File: src/sv/fsrq_ram.sv
// ----------------------------------------------------------------------------
// fsrq_ram
// Generic single-write, single-read RAM with registered read data.
// ----------------------------------------------------------------------------
`default_nettype none

module fsrq_ram #(
    parameter int WIDTH = 8,
    parameter int DEPTH = 64
) (
    input  wire logic                     i_clk,
    input  wire logic                     i_we,
    input  wire logic [$clog2(DEPTH)-1:0] i_waddr,
    input  wire logic [WIDTH-1:0]         i_wdata,
    input  wire logic                     i_re,
    input  wire logic [$clog2(DEPTH)-1:0] i_raddr,
    output logic      [WIDTH-1:0]         o_rdata
);

    logic [WIDTH-1:0] r_mem [DEPTH];

    always_ff @(posedge i_clk) begin
        if (i_we) begin
            r_mem[i_waddr] <= i_wdata;
        end
        if (i_re) begin
            o_rdata <= r_mem[i_raddr];
        end
    end

endmodule

`default_nettype wire

File: config.mk
export PLATFORM = sky130hd
export DESIGN_NAME = fsrq_ram
export DESIGN_NICKNAME = d
export VERILOG_FILES = /design/src/sv/fsrq_ram.sv
export SDC_FILE = /design/constraint.sdc
export NUM_CORES = 1
export LEC_CHECK = 0
export BUFFER_PORTS_ARGS = -buffer_cell sky130_fd_sc_hd__buf_2
export CAP_MARGIN = 0
export CORE_ASPECT_RATIO = 1.25
export CORE_MARGIN = 5
export CORE_UTILIZATION = 40
export DETAILED_ROUTE_END_ITERATION = 6
export MAX_ROUTING_LAYER = met4
export PLACE_DENSITY = 0.67
export SYNTH_ARGS = -nofsm -noshare
export SYNTH_HDL_FRONTEND = slang
export SYNTH_SLANG_ARGS = --single-unit
File: constraint.sdc
create_clock -name i_clk -period 4.7 [get_ports i_clk]
set_input_delay 1.175 -clock i_clk [delete_from_list [all_inputs] [get_ports i_clk]]
set_output_delay 1.175 -clock i_clk [all_outputs]
set_load 0.02 [all_outputs]
==> impl_metrics.py <==
metrics = {
    "sta": {
        "post-route-min-period_ps": 3240,
        "setup_viol": 0,
        "slew_headroom": 0.2031,
        "fin_crit_sh": 0.6893,
        "fmax_ghz": 0.3087,
        "tightest_slew_ps": 1195,
        "fin_skew_ps": 25.76,
        "finalHoldViolCount": 0,
        "fin_setup_tns_ps": 0,
        "rsz0062_at_grt": "false",
        "drv_slew": 0,
    },
    "clocking": {
        "cts_tree": "done",
        "cts_hold_buf": 0,
        "clock-root-buffer": "clkbuf_16",
        "numCtsBuffers": 44,
        "clock_sinks": 520,
        "h-tree-depth": 2,
        "cts_setup_buffers": 0,
        "clockBufferDepth": 3,
        "cts-resized-gates": 0,
        "clkTransAtPathRegs_ps": 70,
        "insertion_delay_ps": 560,
    },
    "layout": {
        "stdcell_area_um2": 22510,
        "final_layout_size_suffix_gt1_frac": 0.2520,
        "final-instance-count-excl-fill": 1684,
        "nets": 1014,
        "fillers": 4166,
        "most-common-layout-cells": "edfxtp_1, mux4_2, nor2_1, clkbuf_16, buf_2",
        "layout_commonest_cell": "edfxtp_1",
        "area_delta_synth_final_pct": 11.15,
    },
    "route": {
        "dr_wl_met3_um": 3040,
        "antenna_left": 0,
        "wl_per_cell_um": 26.58,
        "drt_iter0_markers": 831,
        "wl_um": 44750,
        "via_per_inst": 5.630,
        "drc": 0,
        "highest_layer": "met4",
        "met2_wirelength_um": 22880,
        "wirelength_met1_um": 17050,
        "vias": 9481,
        "drt-pass1-iter-count": 5,
    },
    "floorplanning": {
        "dieArea_um2": 55250,
        "die_h_um": 261.5,
        "start_util": 0.4025,
        "die_x_um": 211.2,
        "num_rows": 92,
        "io_pins": 31,
        "fp.coreArea_um2": 50300,
    },
    "yosys": {
        "synth_warnings": 0,
        "synth_ff_type": "edfxtp_1",
        "syn_inst": 940,
        "avgSynthCellArea_um2": 21.54,
        "synth_edf_count": 520,
        "syn_nets": 963,
        "ys_types": 39,
        "ys_seq_area_frac": 0.7712,
        "synth_area_um2": 20250,
        "ys_async_sr_fraction": 0,
        "yosys_register_bits": 520,
    },
    "worst_setup_path": {
        "cp_num_buf_inv": 2,
        "end_kind": "flip-flop",
        "worstPathArrival_ps": 3510,
        "cp_max_fo": 47,
        "timing.critical_path.from": "i_raddr[0]",
        "crit_chain": "clkbuf_8 > buf_12 > mux4_2 > nor2b_1 > a2111oi_0 > o41ai_1",
        "cpPeakStageDelay_ps": 640,
        "reg2regPathDepth": 4,
        "worst_r2r_endpoint": "o_rdata[1]$_DFFE_PP_",
        "slowest_stage": "a2111oi_0",
        "r2r_start": "r_mem[45][1]$_DFFE_PP_",
        "start_kind": "input pin",
        "worst_path_dominant_cell_family": "buffers and inverters",
        "worstSetupPathType": "input pin to flip-flop",
        "reg2reg_slack_ps": 2580,
        "cp.required_ps": 4970,
    },
    "global_route": {
        "grt_pass1_vias": 9693,
        "antenna_found_initial": 2,
        "gr-total-overflow": 0,
        "grt_pass1_wl_um": 66420,
        "grt.total_usage": 0.1684,
        "grt_max_degree": 65,
    },
    "hold_path": {
        "hold_path_end": "o_rdata[7]$_DFFE_PP_",
        "hold_path_class": "flip-flop to flip-flop",
        "worstHoldStart": "r_mem[6][7]$_DFFE_PP_",
        "hold_depth": 4,
    },
    "placement": {
        "hpwl_um": 27650,
        "placed_area_um2": 21150,
        "io_buffers": 30,
        "gp_congestion": 0.7982,
        "placed_cells": 1603,
    },
    "job": {
        "cap_violations": 0,
    },
    "outcome": {
        "status": "finished, final reports clean",
    },
    "power_and_ir_drop": {
        "leakagePower_nw": 6.871,
        "power.density_nw_per_um2": 403.3,
        "irDropWorstVdd_mv": 0.2913,
    },
}
-- worst max path at each step --
stage / end / slack [ps] / cells past startpoint
floorplan: o_rdata[3]$_DFFE_PP_ / 1720 / 7
global placement: o_rdata[7]$_DFFE_PP_ / 810 / 6
detailed placement: o_rdata[7]$_DFFE_PP_ / 790 / 6
CTS: o_rdata[7]$_DFFE_PP_ / 1380 / 6
global route: o_rdata[7]$_DFFE_PP_ / 1340 / 6
finish: o_rdata[3]$_DFFE_PP_ / 1460 / 6
-- worst min-delay path, cell delays in order (launching register included) --
cell	delay (ps)
edfxtp_1	320
mux4_2	220
mux2_2	140
o311ai_1	90
nand2_1	70
-- area by class of cell --
cell class,instances,area [um2],area share
sequential,520,15620,0.6938
multi-input combinational,369,4315,0.1917
clock buffer,48,1137,0.05054
tap,658,823.3,0.03658
timing repair buffer,56,396.6,0.01762
clock inverter,31,212.7,0.009451
antenna,2,5.005,0.0002224
-- cells by family after synthesis --
| family | Yosys count | share of synthesized area |
|---|---|---|
| flip-flops | 520 | 0.7712 |
| multiplexers | 162 | 0.1588 |
| AO/OA/AOI/OAI | 54 | 0.02064 |
| AND/OR/NAND/NOR | 153 | 0.03374 |
| buffers and inverters | 51 | 0.01563 |
-- through the flow --
stage | util | worst slack, ps | hold slack, ps | total power [mW]
2_1_floorplan | - | 1719 | 797.1 | 5.530
3_3_place_gp | 0.4205 | 811.9 | 914.1 | 5.722
3_5_place_dp | 0.4205 | 794.3 | 924.5 | 5.733
4_1_cts | 0.4473 | 1376 | 942.1 | 9.142
5_1_grt | 0.4474 | 1341 | 972.6 | 9.365
6_report | 0.4474 | 1460 | 931.5 | 9.075
-- state kept, by name, indices dropped and copies added (netlist names) --
signal and flops:
o_rdata 8, r_mem 512
-- layer usage --
layer  vias up  track usage
li1       4034            -
met1      4964       0.2145
met2       388       0.2775
met3        95      0.02444
met4         0      0.06251
met5         -            -
-- power by group --
part / switching [mW] / total [mW] / internal, mW
Combinational: 0.293 / 0.468 / 0.175
Sequential: 0.0130 / 5.16 / 5.14
Clock: 1.59 / 3.45 / 1.86
Total: 1.90 / 9.08 / 7.18
-- synthesized netlist by cell type (6+ instances only) --
library cell / instances / share of area
edfxtp_1: 520 / 0.77
mux4_2: 126 / 0.14
nor2_1: 83 / 0.015
mux2i_1: 23 / 0.011
nand2_1: 19 / 0.0035
clkbuf_1: 17 / 0.0032
nor2b_1: 14 / 0.0043
buf_4: 13 / 0.0048
mux2_2: 13 / 0.0072
nand3_1: 13 / 0.0032
buf_2: 11 / 0.0027
o221ai_1: 8 / 0.0035
o22ai_1: 8 / 0.0025
nand2b_1: 7 / 0.0022
nor3_1: 7 / 0.0017
a221oi_1: 6 / 0.0026
Note: power is estimated with default switching activity, not from simulation.
