`src/sv/fsrq_pkg.sv`:
```
// ----------------------------------------------------------------------------
// fsrq_pkg
// Shared types and constants of the fair-share run queue.
// ----------------------------------------------------------------------------
`default_nettype none

package fsrq_pkg;

    localparam int VR_W     = 63;
    localparam int GRAN_W   = 30;
    localparam int LAT_W    = 32;
    localparam int DELTA_W  = 32;
    localparam int RAN_W    = 64;
    localparam int OP_W     = 3;
    localparam int STATUS_W = 3;
    localparam int CFG_W    = 32;

    localparam logic [VR_W-1:0] VR_MAX = {VR_W{1'b1}};

    localparam logic [GRAN_W-1:0] GRAN_RESET = GRAN_W'(1000000);
    localparam logic [LAT_W-1:0]  LAT_RESET  = LAT_W'(10000000);

    typedef enum logic [OP_W-1:0] {
        OP_ENQUEUE = 3'd0,
        OP_PICK    = 3'd1,
        OP_TICK    = 3'd2,
        OP_BLOCK   = 3'd3,
        OP_YIELD   = 3'd4,
        OP_DONE    = 3'd5,
        OP_CHARGE  = 3'd6,
        OP_BOOST   = 3'd7
    } t_op;

    typedef enum logic [STATUS_W-1:0] {
        STAT_DONE   = 3'd0,
        STAT_PICKED = 3'd1,
        STAT_KEPT   = 3'd2,
        STAT_IDLE   = 3'd3,
        STAT_FULL   = 3'd4
    } t_status;

    typedef enum logic [1:0] {
        TS_BLOCKED  = 2'd0,
        TS_RUNNABLE = 2'd1,
        TS_RUNNING  = 2'd2,
        TS_DONE     = 2'd3
    } t_task_state;

    localparam logic CFG_IDX_GRAN = 1'b0;
    localparam logic CFG_IDX_LAT  = 1'b1;

endpackage

`default_nettype wire

```
`src/sv/fsrq_div.sv`:
```
// ----------------------------------------------------------------------------
// fsrq_div
// Restoring divider, one quotient bit per cycle.
// ----------------------------------------------------------------------------
`default_nettype none

module fsrq_div
    import fsrq_pkg::*;
#(
    parameter int NW = 33,
    parameter int DW = 8
) (
    input  wire logic          i_clk,
    input  wire logic          i_rst_n,
    input  wire logic          i_start,
    input  wire logic [NW-1:0] i_num,
    input  wire logic [DW-1:0] i_den,
    output logic               o_done,
    output logic      [NW-1:0] o_quo
);

    localparam int CW = $clog2(NW + 1);

    logic          r_busy;
    logic [CW-1:0] r_cnt;
    logic [NW-1:0] r_q;
    logic [DW-1:0] r_rem;
    logic [DW-1:0] r_den;
    logic [DW:0]   n_sh;
    logic          n_ge;
    logic [DW:0]   n_rem;

    always_comb begin
        n_sh  = {r_rem, r_q[NW-1]};
        n_ge  = (n_sh >= {1'b0, r_den});
        n_rem = n_ge ? (n_sh - {1'b0, r_den}) : n_sh;
    end

    always_ff @(posedge i_clk) begin
        if (!i_rst_n) begin
            r_busy <= 1'b0;
            o_done <= 1'b0;
            r_cnt  <= '0;
        end else begin
            o_done <= 1'b0;
            if (i_start) begin
                r_busy <= 1'b1;
                r_cnt  <= CW'(NW);
                r_q    <= i_num;
                r_rem  <= '0;
                r_den  <= i_den;
            end else if (r_busy) begin
                r_q   <= {r_q[NW-2:0], n_ge};
                r_rem <= n_rem[DW-1:0];
                r_cnt <= r_cnt - 1'b1;
                if (r_cnt == CW'(1)) begin
                    r_busy <= 1'b0;
                    o_done <= 1'b1;
                end
            end
        end
    end

    assign o_quo = r_q;

endmodule

`default_nettype wire
```
`config.mk`:
```
export PLATFORM = sky130hd
export DESIGN_NAME = fsrq_div
export DESIGN_NICKNAME = d
export VERILOG_FILES = /design/src/sv/fsrq_pkg.sv /design/src/sv/fsrq_div.sv
export SDC_FILE = /design/constraint.sdc
export NUM_CORES = 1
export LEC_CHECK = 0
export ABC_AREA = 1
export BUFFER_PORTS_ARGS = -buffer_cell sky130_fd_sc_hd__buf_4
export CAP_MARGIN = 20
export CELL_PAD_IN_SITES_DETAIL_PLACEMENT = 1
export CELL_PAD_IN_SITES_GLOBAL_PLACEMENT = 1
export CORE_ASPECT_RATIO = 0.75
export CORE_MARGIN = 2
export CORE_UTILIZATION = 39
export CTS_BUF_LIST = sky130_fd_sc_hd__clkbuf_16
export CTS_CLUSTER_SIZE = 24
export DETAILED_ROUTE_END_ITERATION = 10
export PLACE_DENSITY = 0.9
export SLEW_MARGIN = 30
export SYNTH_ARGS = -nofsm -noshare
export SYNTH_HDL_FRONTEND = slang
export SYNTH_SLANG_ARGS = --single-unit
```
`constraint.sdc`:
```
create_clock -name i_clk -period 3.5 [get_ports i_clk]
set_input_delay 0.35 -clock i_clk [delete_from_list [all_inputs] [get_ports i_clk]]
set_output_delay 0.35 -clock i_clk [all_outputs]
set_load 0.1 [all_outputs]
```
==> summary.txt <==
Finish
  • Fill cell count: between 800 and 900
  • Antenna cells: 0
  • Layout Utilization: 53.41%
  • Layout cells sized above 1: 27.90%
  • Most common cell after layout, fill and taps aside: nand2_1
  • Highest-count cells in the layout ignoring fill and taps: nand2_1, buf_4, edfxtp_1, inv_1, nor2_1
  • Layout area overhead: 34.47%
  • Final nets: between 400 and 500

Drt
  • Met3 WL post-DR: 587 microns
  • Max layer used: met4
  • 1st-iter DRT viols: 160
  • Vias/cell: 5.045
  • Via total after detailed routing: 2553
  • DR WL met2: slightly below 5 mm
  • Post-DR wirelength/cell: 18.56 microns
  • ANT nets after route: 0
  • Number of remaining DRC errors: 0
  • DRT Wirelength: between 9 and 10 mm
  • M1 WL: between 3 and 4 mm
  • DR pass1 iterations: 4

Synth
  • Post-synthesis async set-or-reset flop share: 0%
  • Seq/Total Area, Yosys: 56.82%
  • Syn nets: 374
  • Post-synth EDFFs: 49
  • Largest area contributor in the netlist: edfxtp_1
  • Syn Std Cell Area: 2872 sq um
  • Cell variety after synth: 32
  • Cells taking the most area after synthesis: edfxtp_1, nand2_1, dfxtp_1
  • Cells after Synth: 319
  • Warning count from the yosys run: 0
  • Ys flop type: edfxtp_1
  • Yosys reg bits: 57
  • Avg Inst Size Synth: 9.002 sq um
  • Top cell type's share of synthesized area: about half

Power and ir drop
  • P_sw: 759.2 uW
  • P_int: 1570 uW
  • Sequential share of power: 36.2%
  • Comb power frac: 23.5%
  • Worst VDD drop: 0.2569 mV
  • PD cells: 603.3 nW/um^2
  • P_leak: 0.001856 uW
  • Sw Share: approximately a third
  • Clk network pwr share: between 40% and 50%

Timing
  • Final Hold Viols: 0
  • Final Slew Violations: 0
  • Final worst-path cycle share: 62.15%
  • Fmax: 459.7 MHz
  • Tmin final: around 2.2 ns
  • Max-slew headroom: 62.88%
  • Clk_skew: around 0.007 ns
  • Setup TNS: 0 ns
  • Unrepaired setup endpoints after global routing: false
  • Final count of negative-setup-slack endpoints: 0
  • Worst Max-Slew Pin Slew: 0.5556 ns

Clock tree
  • CTS Buf Count: 9
  • Worst-case clock buffer depth: 2
  • Post-CTS Setup Inserts: 0
  • Hold_buf cts: 0
  • TritonCTS clock tree: yes
  • CTS Root Buffer Type: clkbuf_16
  • Later-pin clock latency in the skew report: around 0.34 ns
  • Clk slew on worst S/H paths: around 0.060 ns
  • CTS Sinks: 57
  • Post-CTS sizing: 0
  • H-tree Lvls: 3

Placed design
  • DP Wirelength: approximately 6 mm
  • GPL Wtd Cong: 0.7925
  • I/O Buffers: 77

Global routing
  • Largest net degree at the start of global routing: 44
  • Overflow after GRT: 0
  • Initial antenna violation count: 0
  • Global-route wire length before repair: 14.76 mm
  • Vias in the first global route: 2752
  • All-Layer GR Usage: 24.92%

Flow run
  • Max-cap violations: 0

Worst hold path
  • Hold crit path type: primary input to flip-flop
  • Hold depth: 1

Worst setup path
  • Critical path data required time: 3.59 ns
  • Worst-path maximum fanout: 16
  • Worst r2r path cells: 11
  • CP arrival: 2.26 ns
  • Worst Path Class, Setup: flip-flop to flip-flop
  • CP Launch Type: flip-flop
  • Worst Setup End Kind: flip-flop

Floorplanning
  • Die Wd: 103.1 microns
  • Boundary Pins: slightly below 80
  • Initial core utilization: 39.72%
  • Die Area: 8072 sq um
  • Die height: 78.31 microns
  • Core box area: ~7200 sq um
  • Num rows: 27

Run status
  • Status: finished clean
-- logic make-up after synthesis --
group                      share of synthesized area [%]
and+or+nand+nor                                    28.63
AOI/OAI and AO/OA                                  2.092
adders and majority gates                          5.054
DFF                                                56.82
buffers and inverters                              5.882
xor gates and xnor gates                           1.525
-- Yosys cell counts, types with 2 or more instances --
cell type,instances
xor2_1,3
clkbuf_1,5
edfxtp_1,49
nand2_2,3
nand2_1,148
nor2_1,20
o21ai_0,2
nand3_1,6
buf_2,2
nand3_2,2
nor2_2,8
dfxtp_1,8
a21oi_1,3
ha_1,10
inv_2,3
inv_1,27
nand4_1,4
xnor2_1,2
-- state kept, by name, summed over array words and instances, names as in the netlist --
name	count
o_done	1
o_quo	33
r_busy	1
r_cnt	6
r_den	8
r_rem	8
-- cell type report --
class	instances	area, sq um	share of cell area [%]
inverter	31	116.4	3.014
sequential	57	1632	42.26
tap	101	126.4	3.273
timing repair buffer	79	593.1	15.36
multi-input combinational	222	1082	28.03
clock buffer	9	225.2	5.833
clock inverter	7	86.33	2.236
-- final timing paths --
kind,startpoint,end,slack [ns]
worst min-delay path,i_den[2],r_den[2]$_DFFE_PP_,0.19
worst max-delay path,r_rem[2]$_SDFFCE_PP0P_,r_rem[7]$_SDFFCE_PP0P_,1.32
worst min register to register,r_cnt[3]$_SDFFE_PP0P_,r_cnt[3]$_SDFFE_PP0P_,0.51
worst max register to register,r_rem[2]$_SDFFCE_PP0P_,r_rem[7]$_SDFFCE_PP0P_,1.32
-- power by group through the flow --
stage	Combinational (uW)	Sequential, uW	Clock, uW
after floorplan	212	1030	0
after global placement	508	847	0
after detailed placement	534	850	0
after CTS	551	841	945
after global routing	590	846	966
final	549	842	939
-- stage by stage --
step / hold slack [ns] / std cells / setup WS, ns / area (sq um) / power (uW)
after floorplan: 0.4489 / 319 / 0.2715 / 2872 / 1242
after global placement: 0.4609 / 490 / 1.376 / 3550 / 1355
after detailed placement: 0.4769 / 490 / 1.311 / 3550 / 1383
after CTS: 0.1879 / 506 / 1.308 / 3861 / 2338
after global routing: 0.1904 / 506 / 1.102 / 3861 / 2403
final: 0.1907 / 506 / 1.325 / 3861 / 2330
-- worst max-delay path, stage by stage, from the launching register on --
cell	delay, ns
edfxtp_1	0.44
ha_1	0.41
nand2_2	0.13
inv_1	0.04
nand2_1	0.06
nand2_1	0.06
nand2_1	0.10
nand4_4	0.27
nand2_1	0.22
nand2_1	0.07
nand2_1	0.08
inv_1	0.05
-- layer usage --
metal | vias to the layer above | global-route usage (%)
li1 | 1182 | -
met5 | - | 0
met4 | 0 | 9.342
met3 | 20 | 7.213
met2 | 94 | 42.27
met1 | 1257 | 29.85
Note: power is estimated with default switching activity, not from simulation.
